`src/rtl/dpc_pkg.sv`:
```
// ----------------------------------------------------------------------------
// Depth pixel colorizer package
// Shared widths, register indexes and pixel classes of the colorizer.
// ----------------------------------------------------------------------------
`default_nettype none

package dpc_pkg;

  localparam int unsigned PIX_W     = 16;
  localparam int unsigned CH_W      = 8;
  localparam int unsigned RECIP_W   = 33;
  localparam int unsigned CFG_DATA_W = 33;
  localparam int unsigned CFG_IDX_W = 2;

  localparam logic [CH_W-1:0] CH_MAX = '1;

  typedef enum logic [CFG_IDX_W-1:0] {
    REG_COLOR_MODE  = 2'd0,
    REG_LOW_BOUND   = 2'd1,
    REG_HIGH_BOUND  = 2'd2,
    REG_RANGE_RECIP = 2'd3
  } reg_idx_e;

  typedef enum logic [3:0] {
    KIND_BLACK,
    KIND_WHITE,
    KIND_RED,
    KIND_MAGENTA,
    KIND_GRAY,
    KIND_RAMP,
    KIND_SEG_RISE_G,
    KIND_SEG_FALL_R,
    KIND_SEG_RISE_B,
    KIND_SEG_FALL_G,
    KIND_SEG_RISE_R
  } kind_e;

endpackage

`default_nettype wire

```
`src/rtl/depth_pixel_colorizer_top.sv`:
```
// ----------------------------------------------------------------------------
// Depth pixel colorizer
// Maps one depth or amplitude sample to an RGB888 pixel, grayscale or
// five-segment rainbow, in a five-stage pipeline that takes one request per
// clock unless an output stall has backed it up; the 16 x 33 weight multiplier
// in the second stage sets the clock. Stages advance on their own, so bubbles
// collapse and a stall at the output backs up only as far as the pipeline is
// full. Configuration is written through a plain write port and is read live
// by the first two stages.
// ----------------------------------------------------------------------------
`default_nettype none

module depth_pixel_colorizer_top
  import dpc_pkg::*;
#(
  parameter int unsigned PIXEL_BITS       = 16,
  parameter int unsigned WEIGHT_FRAC_BITS = 16
) (
  input  wire logic                  clk_i,
  input  wire logic                  rst_ni,

  input  wire logic                  cfg_wr_en_i,
  input  wire logic [CFG_IDX_W-1:0]  cfg_index_i,
  input  wire logic [CFG_DATA_W-1:0] cfg_data_i,

  input  wire logic                  in_valid_i,
  output      logic                  in_stall_o,
  input  wire logic [PIX_W-1:0]      pixel_value_i,

  output      logic                  out_valid_o,
  input  wire logic                  out_stall_i,
  output      logic [CH_W-1:0]       red_o,
  output      logic [CH_W-1:0]       green_o,
  output      logic [CH_W-1:0]       blue_o
);

  localparam int unsigned NS     = 5;
  localparam int unsigned F      = WEIGHT_FRAC_BITS;
  localparam int unsigned PROD_W = PIXEL_BITS + RECIP_W;
  localparam int unsigned WW     = PIXEL_BITS + 1 + F;
  localparam int unsigned SHIFT  = 32 - F;
  localparam int unsigned FIVE_W = WW + 3;
  localparam int unsigned GRAY_W = WW + 8;
  localparam int unsigned RAMP_W = F + 1 + CH_W;

  localparam longint unsigned ONE_L = 64'd1 << F;
  localparam logic [F:0]    ONE = (F+1)'(ONE_L);
  localparam logic [WW-1:0] B1  = WW'((2 * 1 * ONE_L + 5) / 10);
  localparam logic [WW-1:0] B2  = WW'((2 * 2 * ONE_L + 5) / 10);
  localparam logic [WW-1:0] B3  = WW'((2 * 3 * ONE_L + 5) / 10);
  localparam logic [WW-1:0] B4  = WW'((2 * 4 * ONE_L + 5) / 10);

  // Configuration registers
  logic                color_mode_q;
  logic [PIX_W-1:0]    low_bound_q;
  logic [PIX_W-1:0]    high_bound_q;
  logic [RECIP_W-1:0]  range_recip_q;

  always_ff @(posedge clk_i or negedge rst_ni) begin
    if (!rst_ni) begin
      color_mode_q  <= 1'b1;
      low_bound_q   <= '0;
      high_bound_q  <= PIX_W'(7500);
      range_recip_q <= RECIP_W'(572662);
    end else if (cfg_wr_en_i) begin
      unique case (reg_idx_e'(cfg_index_i))
        REG_COLOR_MODE:  color_mode_q  <= cfg_data_i[0];
        REG_LOW_BOUND:   low_bound_q   <= cfg_data_i[PIX_W-1:0];
        REG_HIGH_BOUND:  high_bound_q  <= cfg_data_i[PIX_W-1:0];
        REG_RANGE_RECIP: range_recip_q <= cfg_data_i[RECIP_W-1:0];
        default: ;
      endcase
    end
  end

  // Pipeline flow control
  logic [NS-1:0] valid_q;
  logic [NS:0]   rdy;

  always_comb begin
    rdy[NS] = !out_stall_i;
    for (int k = NS - 1; k >= 0; k--) begin
      rdy[k] = !valid_q[k] || rdy[k+1];
    end
  end

  always_ff @(posedge clk_i or negedge rst_ni) begin
    if (!rst_ni) begin
      valid_q <= '0;
    end else begin
      if (rdy[0]) begin
        valid_q[0] <= in_valid_i;
      end
      for (int k = 1; k < NS; k++) begin
        if (rdy[k]) begin
          valid_q[k] <= valid_q[k-1];
        end
      end
    end
  end

  assign in_stall_o  = !rdy[0];
  assign out_valid_o = valid_q[NS-1];

  // Stage 0: classify against the window
  logic [PIX_W-1:0]      pix;
  logic                  below;
  logic                  above;
  kind_e                 kind0_d, kind0_q;
  logic [PIXEL_BITS-1:0] diff0_d, diff0_q;

  always_comb begin
    pix     = PIX_W'(pixel_value_i[PIXEL_BITS-1:0]);
    below   = pix < low_bound_q;
    above   = pix > high_bound_q;
    diff0_d = (below || above) ? '0 : PIXEL_BITS'(pix - low_bound_q);
    if (!color_mode_q) begin
      if (below) begin
        kind0_d = KIND_BLACK;
      end else if (above) begin
        kind0_d = KIND_WHITE;
      end else begin
        kind0_d = KIND_GRAY;
      end
    end else if (pix == '0) begin
      kind0_d = KIND_BLACK;
    end else if (below) begin
      kind0_d = KIND_RED;
    end else if (above) begin
      kind0_d = KIND_MAGENTA;
    end else begin
      kind0_d = KIND_RAMP;
    end
  end

  always_ff @(posedge clk_i) begin
    if (rdy[0]) begin
      kind0_q <= kind0_d;
      diff0_q <= diff0_d;
    end
  end

  // Stage 1: weight multiply
  logic [PROD_W-1:0] prod;
  kind_e             kind1_q;
  logic [WW-1:0]     w1_q;

  assign prod = PROD_W'(diff0_q) * PROD_W'(range_recip_q);

  always_ff @(posedge clk_i) begin
    if (rdy[1]) begin
      kind1_q <= kind0_q;
      w1_q    <= prod[PROD_W-1:SHIFT];
    end
  end

  // Stage 2: segment select and gray level
  kind_e               kind2_d, kind2_q;
  logic [WW-1:0]       base;
  logic [WW-1:0]       x2_d, x2_q;
  logic [GRAY_W-1:0]   gray_full;
  logic [GRAY_W-F-1:0] gray_int;
  logic [CH_W-1:0]     gray2_d, gray2_q;

  always_comb begin
    kind2_d = kind1_q;
    base    = '0;
    if (kind1_q == KIND_RAMP) begin
      if (w1_q > B4) begin
        kind2_d = KIND_SEG_RISE_R;
        base    = B4;
      end else if (w1_q > B3) begin
        kind2_d = KIND_SEG_FALL_G;
        base    = B3;
      end else if (w1_q > B2) begin
        kind2_d = KIND_SEG_RISE_B;
        base    = B2;
      end else if (w1_q > B1) begin
        kind2_d = KIND_SEG_FALL_R;
        base    = B1;
      end else begin
        kind2_d = KIND_SEG_RISE_G;
      end
    end
    x2_d      = w1_q - base;
    gray_full = {w1_q, 8'b0} - GRAY_W'(w1_q);
    gray_int  = gray_full[GRAY_W-1:F];
    gray2_d   = (gray_int > (GRAY_W-F)'(CH_MAX)) ? CH_MAX : gray_int[CH_W-1:0];
  end

  always_ff @(posedge clk_i) begin
    if (rdy[2]) begin
      kind2_q <= kind2_d;
      x2_q    <= x2_d;
      gray2_q <= gray2_d;
    end
  end

  // Stage 3: fraction within the segment
  logic [FIVE_W-1:0] x5;
  logic [F:0]        frac3_d, frac3_q;
  kind_e             kind3_q;
  logic [CH_W-1:0]   gray3_q;

  always_comb begin
    x5      = FIVE_W'({x2_q, 2'b0}) + FIVE_W'(x2_q);
    frac3_d = (x5 > FIVE_W'(ONE)) ? ONE : x5[F:0];
  end

  always_ff @(posedge clk_i) begin
    if (rdy[3]) begin
      kind3_q <= kind2_q;
      frac3_q <= frac3_d;
      gray3_q <= gray2_q;
    end
  end

  // Stage 4: ramps and output mux
  logic [F:0]      frac_inv;
  logic [RAMP_W-1:0] up_full;
  logic [RAMP_W-1:0] down_full;
  logic [CH_W-1:0] ramp_up;
  logic [CH_W-1:0] ramp_down;
  logic [CH_W-1:0] red_d, green_d, blue_d;
  logic [CH_W-1:0] red_q, green_q, blue_q;

  always_comb begin
    frac_inv  = ONE - frac3_q;
    up_full   = {frac3_q, 8'b0} - RAMP_W'(frac3_q);
    down_full = {frac_inv, 8'b0} - RAMP_W'(frac_inv);
    ramp_up   = up_full[F+CH_W-1:F];
    ramp_down = down_full[F+CH_W-1:F];
    red_d   = '0;
    green_d = '0;
    blue_d  = '0;
    case (kind3_q)
      KIND_WHITE: begin
        red_d   = CH_MAX;
        green_d = CH_MAX;
        blue_d  = CH_MAX;
      end
      KIND_RED: begin
        red_d = CH_MAX;
      end
      KIND_MAGENTA: begin
        red_d  = CH_MAX;
        blue_d = CH_MAX;
      end
      KIND_GRAY: begin
        red_d   = gray3_q;
        green_d = gray3_q;
        blue_d  = gray3_q;
      end
      KIND_SEG_RISE_G: begin
        red_d   = CH_MAX;
        green_d = ramp_up;
      end
      KIND_SEG_FALL_R: begin
        red_d   = ramp_down;
        green_d = CH_MAX;
      end
      KIND_SEG_RISE_B: begin
        green_d = CH_MAX;
        blue_d  = ramp_up;
      end
      KIND_SEG_FALL_G: begin
        green_d = ramp_down;
        blue_d  = CH_MAX;
      end
      KIND_SEG_RISE_R: begin
        red_d  = ramp_up;
        blue_d = CH_MAX;
      end
      default: ;
    endcase
  end

  always_ff @(posedge clk_i) begin
    if (rdy[4]) begin
      red_q   <= red_d;
      green_q <= green_d;
      blue_q  <= blue_d;
    end
  end

  assign red_o   = red_q;
  assign green_o = green_q;
  assign blue_o  = blue_q;

`ifndef NO_ASSERTIONS
  assert property (@(posedge clk_i) disable iff (!rst_ni)
    in_valid_i && !in_stall_o |=> valid_q[0])
    else $error("accepted request did not enter the pipeline");

  assert property (@(posedge clk_i) disable iff (!rst_ni)
    valid_q[0] && !rdy[1] |=> valid_q[0])
    else $error("stalled request dropped from the first stage");

  assert property (@(posedge clk_i) disable iff (!rst_ni)
    (&valid_q) && out_stall_i |-> in_stall_o)
    else $error("full pipeline accepted a request under output stall");

  assert property (@(posedge clk_i) disable iff (!rst_ni)
    valid_q[3] |-> frac3_q <= ONE)
    else $error("segment fraction exceeds one");
`endif

endmodule

`default_nettype wire
```
`config.mk`:
```
export PLATFORM = sky130hd
export DESIGN_NAME = depth_pixel_colorizer_top
export DESIGN_NICKNAME = d
export VERILOG_FILES = /design/src/rtl/dpc_pkg.sv /design/src/rtl/depth_pixel_colorizer_top.sv
export SDC_FILE = /design/constraint.sdc
export NUM_CORES = 2
export LEC_CHECK = 0
export BUFFER_PORTS_ARGS = -buffer_cell sky130_fd_sc_hd__clkbuf_2
export CORE_MARGIN = 2
export CORE_UTILIZATION = 61
export DETAILED_ROUTE_END_ITERATION = 8
export PLACE_DENSITY = 0.82
export RECOVER_POWER = 50
export SYNTH_ARGS = -nofsm -noshare
export SYNTH_HDL_FRONTEND = slang
export SYNTH_SLANG_ARGS = --single-unit
```
`constraint.sdc`:
```
create_clock -name clk_i -period 11.9 [get_ports clk_i]
set_clock_uncertainty 0.2 [all_clocks]
set_input_delay 1.19 -clock clk_i [delete_from_list [all_inputs] [get_ports clk_i]]
set_output_delay 1.19 -clock clk_i [all_outputs]
set_load 0.005 [all_outputs]
```
# Yosys cells after proc, flatten, opt, wreduce, memory -nomap -nowiden
# Cells that the tools add are included.
[totals]
reg_bits = 226
latchBits = 0
ram_bits = 0
mem_bits_ro = 0
in_bits = 56
out_inout_bits = 26
word_cells = 92
memories = 0
[op_classes]
add_sub_neg = 7
n_mul = 1
div_mod_pow = 0
magnitude_cmp = 8
eq_ne = 13
n_shift = 0
muxes = 19
n_bitwise = 0
reduce_logical = 22
[op_table]
columns = ["cell", "count"]
rows = [
  ["> comparator 33 x 16 -> 1 bit, second input constant", 2],
  ["one-hot mux 8 bit (4 select lines)", 2],
  ["multiplier 16 x 33 -> 49 bit", 1],
  ["2-to-1 mux 16 bit", 3],
  ["subtractor 24 x 17 -> 24 bit", 2],
  ["subtractor 41 x 33 -> 41 bit", 1],
  ["adder 35 x 33 -> 36 bit", 1],
  ["> comparator 36 x 17 -> 1 bit, second input constant", 1],
  ["> comparator 33 x 14 -> 1 bit, second input constant", 1],
  ["> comparator 33 x 15 -> 1 bit, second input constant", 1],
  ["subtractor 33 bit", 1],
  ["> comparator 25 x 8 -> 1 bit, second input constant", 1],
  ["one-hot mux 8 bit (3 select lines)", 1],
  ["2-to-1 mux 4 bit", 5],
  ["subtractor 17 bit, first input constant", 1],
  ["== test 4 x 3 -> 1 bit, second input constant", 4],
  ["> comparator 16 bit", 1],
  ["zero test 16 bit", 1],
  ["less-than comparator 16 bit", 1],
  ["subtractor 16 bit", 1],
  ["2-to-1 mux 15 bit", 1],
  ["2-to-1 mux 3 bit", 5],
  ["2-to-1 mux 14 bit", 1],
  ["== test 4 bit, second input constant", 3],
  ["other kinds (11)", 28],
]

# Depth between registers and ports, before layout
[logic_depth]
depth_word = 7
depth_mapped = 24
mapped_depth_nobuf = 23

# Least setup slack after synthesis
# No wires, ideal clock.
[synth_timing]
kind = "reg-to-reg"
start = "register range_recip_q[11]"
end = "register w1_q[26] (data pin)"
setup_time_ns = 0.258
t_arrival_ns = 6.328
required_ns = 11.442
path_slack_ns = 5.115
stages_incl_launch_ff = 23
path_buffers = 2
period_less_slack_ns = 6.785
cell_sequence = "dfstp_2 -> clkbuf_1 -> nand2_1 -> fa_1 -> inv_1 -> fa_1 -> fa_1 -> fa_1 -> fa_1 -> inv_1 -> fa_1 -> inv_1 -> ha_1 -> clkbuf_1 -> and4_1 -> nand4_1 -> o31ai_1 -> a41oi_1 -> nor4_1 -> o31a_1 -> o21a_1 -> or3_1 -> xnor2_1"
[synth_via]
elab_chain_len = 1
[synth_lines]
columns = ["element", "line", "text"]
rows = [
  ["from (decl)", "depth_pixel_colorizer_top.sv:57", "logic [RECIP_W-1:0] range_recip_q;"],
  ["from (signal assigned)", "depth_pixel_colorizer_top.sv:70", "REG_RANGE_RECIP: range_recip_q <= cfg_data_i[RECIP_W-1:0];"],
  ["multiplier 16 x 33 -> 49 bit", "depth_pixel_colorizer_top.sv:148", "assign prod = PROD_W'(diff0_q) * PROD_W'(range_recip_q);"],
  ["net prod[42]", "depth_pixel_colorizer_top.sv:144", "logic [PROD_W-1:0] prod;"],
  ["to (signal assigned)", "depth_pixel_colorizer_top.sv:153", "w1_q <= prod[PROD_W-1:SHIFT];"],
  ["to (decl)", "depth_pixel_colorizer_top.sv:146", "logic [WW-1:0] w1_q;"],
]
# The timed path passes the listed nets, and every way through them passes these cells.
# A chain may end at the register's enable or synchronous reset.

# Worst setup path after layout
[layout_timing]
start = "register diff0_q[13]"
end = "register w1_q[26] (data pin)"
[layout_via]
elab_chain_len = 1
[layout_lines]
columns = ["element", "line", "text"]
rows = [
  ["from (decl)", "depth_pixel_colorizer_top.sv:110", "logic [PIXEL_BITS-1:0] diff0_d, diff0_q;"],
  ["from (signal assigned)", "depth_pixel_colorizer_top.sv:139", "diff0_q <= diff0_d;"],
  ["multiplier 16 x 33 -> 49 bit", "depth_pixel_colorizer_top.sv:148", ""],
  ["net prod[42]", "depth_pixel_colorizer_top.sv:144", ""],
]
# The timed path passes the listed nets, and every way through them passes these cells.

==> summary.txt <==
Setup path
  – Max stage delay cell, worst path: sky130_fd_sc_hd__edfxtp_1
  – Number of cells on the worst reg-to-reg path: 19
  – Critical Path AT: 7780 ps
  – Startpoint of the most critical register-to-register path: diff0_q[13]
  – CP startpoint kind: register
  – Kind of cell adding the most delay to the critical path: adder cells
  – Library cell appearing most often on the critical path: sky130_fd_sc_hd__fa_1
  – Worst setup path startpoint: diff0_q[13]
  – Required @ worst endpoint: 12020 ps
  – Crit-path max FO: 33
  – Kind of critical path: register to register
  – Cells along the critical path: and2_1 > fa_1 > fa_1 > fa_1 > fa_1 > fa_1 > inv_1 > fa_1 > inv_1 > ha_1 > and4_1 > nand4_1 > o31ai_1 > a41oi_1 > nor4_1 > o31a_1 > o21a_1 > or3_1 > xnor2_1
  – Endpoint of the lowest-slack register-to-register path: w1_q[26]
  – Reg-to-reg setup timing slack: around 4200 ps
  – Critical path buffers and inverters: 2
  – Endpoint class of the critical path: register
  – CP peak stage delay: 1160 ps

Global route
  – Wire length of the first global-routing pass: 131 mm
  – Largest net degree at the start of global routing: 72
  – Total global-route track usage: about 30%
  – Total congestion overflow: 0
  – Initial antenna violation count: 0
  – Vias in the first global route: 25800

Route
  – Count of nets left with antenna violations after detail routing: 0
  – WL met2: 37.9 mm
  – Post-route DRC: 0
  – Number of optimization iterations in the first detailed-route pass: 8
  – Wire length on met3: ~7.7 mm
  – Via density per instance: 6.01
  – Wire length the detailed router placed on met1: 31.4 mm
  – Routed wire length: 79.6 mm
  – Top Layer Used: met4
  – Routed length per placed instance: 19.0 um
  – Total number of vias: 25200
  – DRC marker count from the first detailed-route iteration: 1987

Yosys
  – Nets in the synthesized netlist: about 4200
  – EDFF count, synth: ~150
  – Syn Std Cell Area: between 30000 and 40000 sq um
  – Cells after Synth: about 3500
  – Sequential element share of the synthesized area: 19.9%
  – Mean cell area of the mapped netlist: approximately 9 sq um
  – Number of synthesized register bits: about 220
  – Post-synthesis async set-or-reset flop share: 31.7%
  – Most instantiated flip-flop cell in the synthesis netlist: sky130_fd_sc_hd__edfxtp_1
  – Count of distinct cell types in the synthesized netlist: 93
  – Number of warning messages in the yosys log: 0

Timing
  – Total Neg Setup Slack: 0 ps
  – Final hold violation count: 0
  – Relative slew slack: -173%
  – Worst Setup Slack, final: 4240 ps
  – Minimum clock period after layout: approximately 7700 ps
  – Total of endpoints with negative setup slack in the final report: 0
  – Setup repair after global routing missed its margin: false
  – Worst Tran Pin Value: 4100 ps
  – Final worst path period share: 64.3%
  – Final slew viol count: ~190
  – Highest attainable clock frequency: 131 MHz

Clock tree
  – Largest buffer count on any clock path: 3
  – CTS tree: yes
  – Number of buffers created by CTS: 28
  – Setup Fix Bufs, Post-CTS: 0
  – Clock Tree Root: sky130_fd_sc_hd__clkbuf_16
  – Number of clock sinks: 224
  – Latest clock arrival within the worst-skew pair: 600 ps
  – Number of levels in the clock H-tree: 1
  – Number of instances resized during post-cts repair: 0
  – Clock transition time at the flip-flop clock pins of the worst setup and hold paths: 70 ps
  – Number of hold buffers added after cts: 0

Floorplan
  – Starting density of the core: 61.4%
  – Core Region: 52200 sq um
  – Die boundary width: about 230 um
  – Total die area: about 54000 sq um
  – Die extent in y: 233 um
  – Standard-cell row count: 84
  – Number of ports placed on the die boundary: 82

Place
  – Dpl ws: 4350 ps
  – Final GP Congestion: 0.940
  – Placed Cells incl. Taps: 4130
  – Number of port buffers: 81
  – HPWL Detailed: between 50 and 60 mm

Hold path
  – Worst min-delay path endpoint: gray3_q[1]
  – Startpoint of the worst hold path: gray2_q[1]
  – Hold/Removal Path Class: register to register
  – Hold Path Cell Cnt: 0

Layout
  – Fill cell count: 4164
  – Share of the core filled with cells in the final layout: about two thirds
  – Most common cell after layout, fill and taps aside: sky130_fd_sc_hd__inv_1
  – Most frequent cells in the layout: sky130_fd_sc_hd__inv_1, sky130_fd_sc_hd__nand2_1, sky130_fd_sc_hd__fa_1
  – Final-stage net count: 4203
  – Share of final-layout standard cells stronger than drive strength 1: 7.87%
  – Total inserted antenna cells: 0
  – P&R area growth vs syn: 5.58%
  – Cell Count, Final, Fillers Out: 4182

Job
  – # Max-Cap Violations: 4

Outcome
  – Violated checks: capacitance limit, slew limit
  – Outcome: complete, but fails checks
-- cells in the mapped netlist, types with 10 or more instances --
library cell	count	share of area, %
sky130_fd_sc_hd__a211oi_1	14	0.33
sky130_fd_sc_hd__a21o_1	63	1.5
sky130_fd_sc_hd__a21oi_1	138	2.2
sky130_fd_sc_hd__a221oi_1	11	0.30
sky130_fd_sc_hd__a31oi_1	22	0.43
sky130_fd_sc_hd__and2_1	224	4.4
sky130_fd_sc_hd__and3_1	19	0.37
sky130_fd_sc_hd__clkbuf_1	136	1.6
sky130_fd_sc_hd__dfrtp_1	51	4.0
sky130_fd_sc_hd__dfstp_2	20	1.6
sky130_fd_sc_hd__edfxtp_1	153	14
sky130_fd_sc_hd__fa_1	434	27
sky130_fd_sc_hd__ha_1	241	9.4
sky130_fd_sc_hd__inv_1	581	6.8
sky130_fd_sc_hd__mux2_2	68	2.4
sky130_fd_sc_hd__nand2_1	442	5.2
sky130_fd_sc_hd__nand2b_1	26	0.51
sky130_fd_sc_hd__nand3_1	72	1.1
sky130_fd_sc_hd__nand3b_1	14	0.33
sky130_fd_sc_hd__nand4_1	34	0.66
sky130_fd_sc_hd__nor2_1	123	1.4
sky130_fd_sc_hd__nor2b_1	21	0.41
sky130_fd_sc_hd__nor3_1	65	1.0
sky130_fd_sc_hd__nor4_1	27	0.53
sky130_fd_sc_hd__nor4_2	11	0.43
sky130_fd_sc_hd__nor4b_1	12	0.33
sky130_fd_sc_hd__o211ai_1	20	0.47
sky130_fd_sc_hd__o21a_1	28	0.66
sky130_fd_sc_hd__o21ai_0	81	1.3
sky130_fd_sc_hd__o21bai_1	14	0.33
sky130_fd_sc_hd__o31ai_1	19	0.44
sky130_fd_sc_hd__or2_2	10	0.19
sky130_fd_sc_hd__or3_1	14	0.27
sky130_fd_sc_hd__xnor2_1	90	2.5
sky130_fd_sc_hd__xor2_1	31	0.85
-- kinds of logic (layout without fill, tap and decap cells) --
| group | after synthesis | after routing | share of synthesized area (%) |
|---|---|---|---|
| multiplexers | 74 | 74 | 2.57 |
| adder cells (fa/ha/maj) | 675 | 675 | 36.5 |
| buffers and inverters | 725 | 733 | 8.63 |
| XOR/XNOR | 122 | 122 | 3.37 |
| flip-flops | 224 | 224 | 19.9 |
| AND/OR/NAND/NOR | 1148 | 1148 | 18.1 |
| AO/OA/AOI/OAI | 518 | 518 | 10.9 |
-- layout make-up --
cell class	count	area (sq um)	area share [%]
clock buffers	31	712	2.10
clock inverters	21	253	0.746
inverters	581	2180	6.44
multi-input cells	2537	22900	67.7
flip-flops and latches	224	6400	18.9
well taps	688	861	2.54
repair buffers	100	542	1.60
-- worst max-delay path by stage --
| stage | endpoint | slack [ps] | cells after the start |
|---|---|---|---|
| floorplan | w1_q[26] | 5110 | 22 |
| global placement | w1_q[26] | 4420 | 19 |
| detailed placement | w1_q[26] | 4350 | 19 |
| CTS | w1_q[26] | 4300 | 19 |
| global route | w1_q[25] | 3870 | 19 |
| finish | w1_q[26] | 4240 | 19 |
-- metal layers --
metal / up-vias / GRT usage (%)
met5: - / 0
met4: 0 / 10.4
met3: 236 / 6.43
met2: 1185 / 49.8
met1: 12200 / 39.4
li1: 11500 / -
-- stage by stage --
step | hold WS, ps | cell area, sq um
floorplan | 200 | 32100
global placement | 203 | 32900
detailed placement | 205 | 32900
CTS | 210 | 33900
global route | 206 | 33900
finish | 208 | 33900
-- sequential cells by signal, summed over array words and instances (netlist names) --
name,count
blue_o,8
color_mode_q,1
diff0_q,16
frac3_q,17
gray2_q,8
gray3_q,8
green_o,8
high_bound_q,16
kind0_q,3
kind1_q,3
kind2_q,4
kind3_q,4
low_bound_q,16
range_recip_q,33
red_o,8
valid_q,5
w1_q,33
x2_q,33
Power is left out: the tool's default activity adds up to more than one toggle a clock period on the data nets, which glitch-free logic cannot reach.
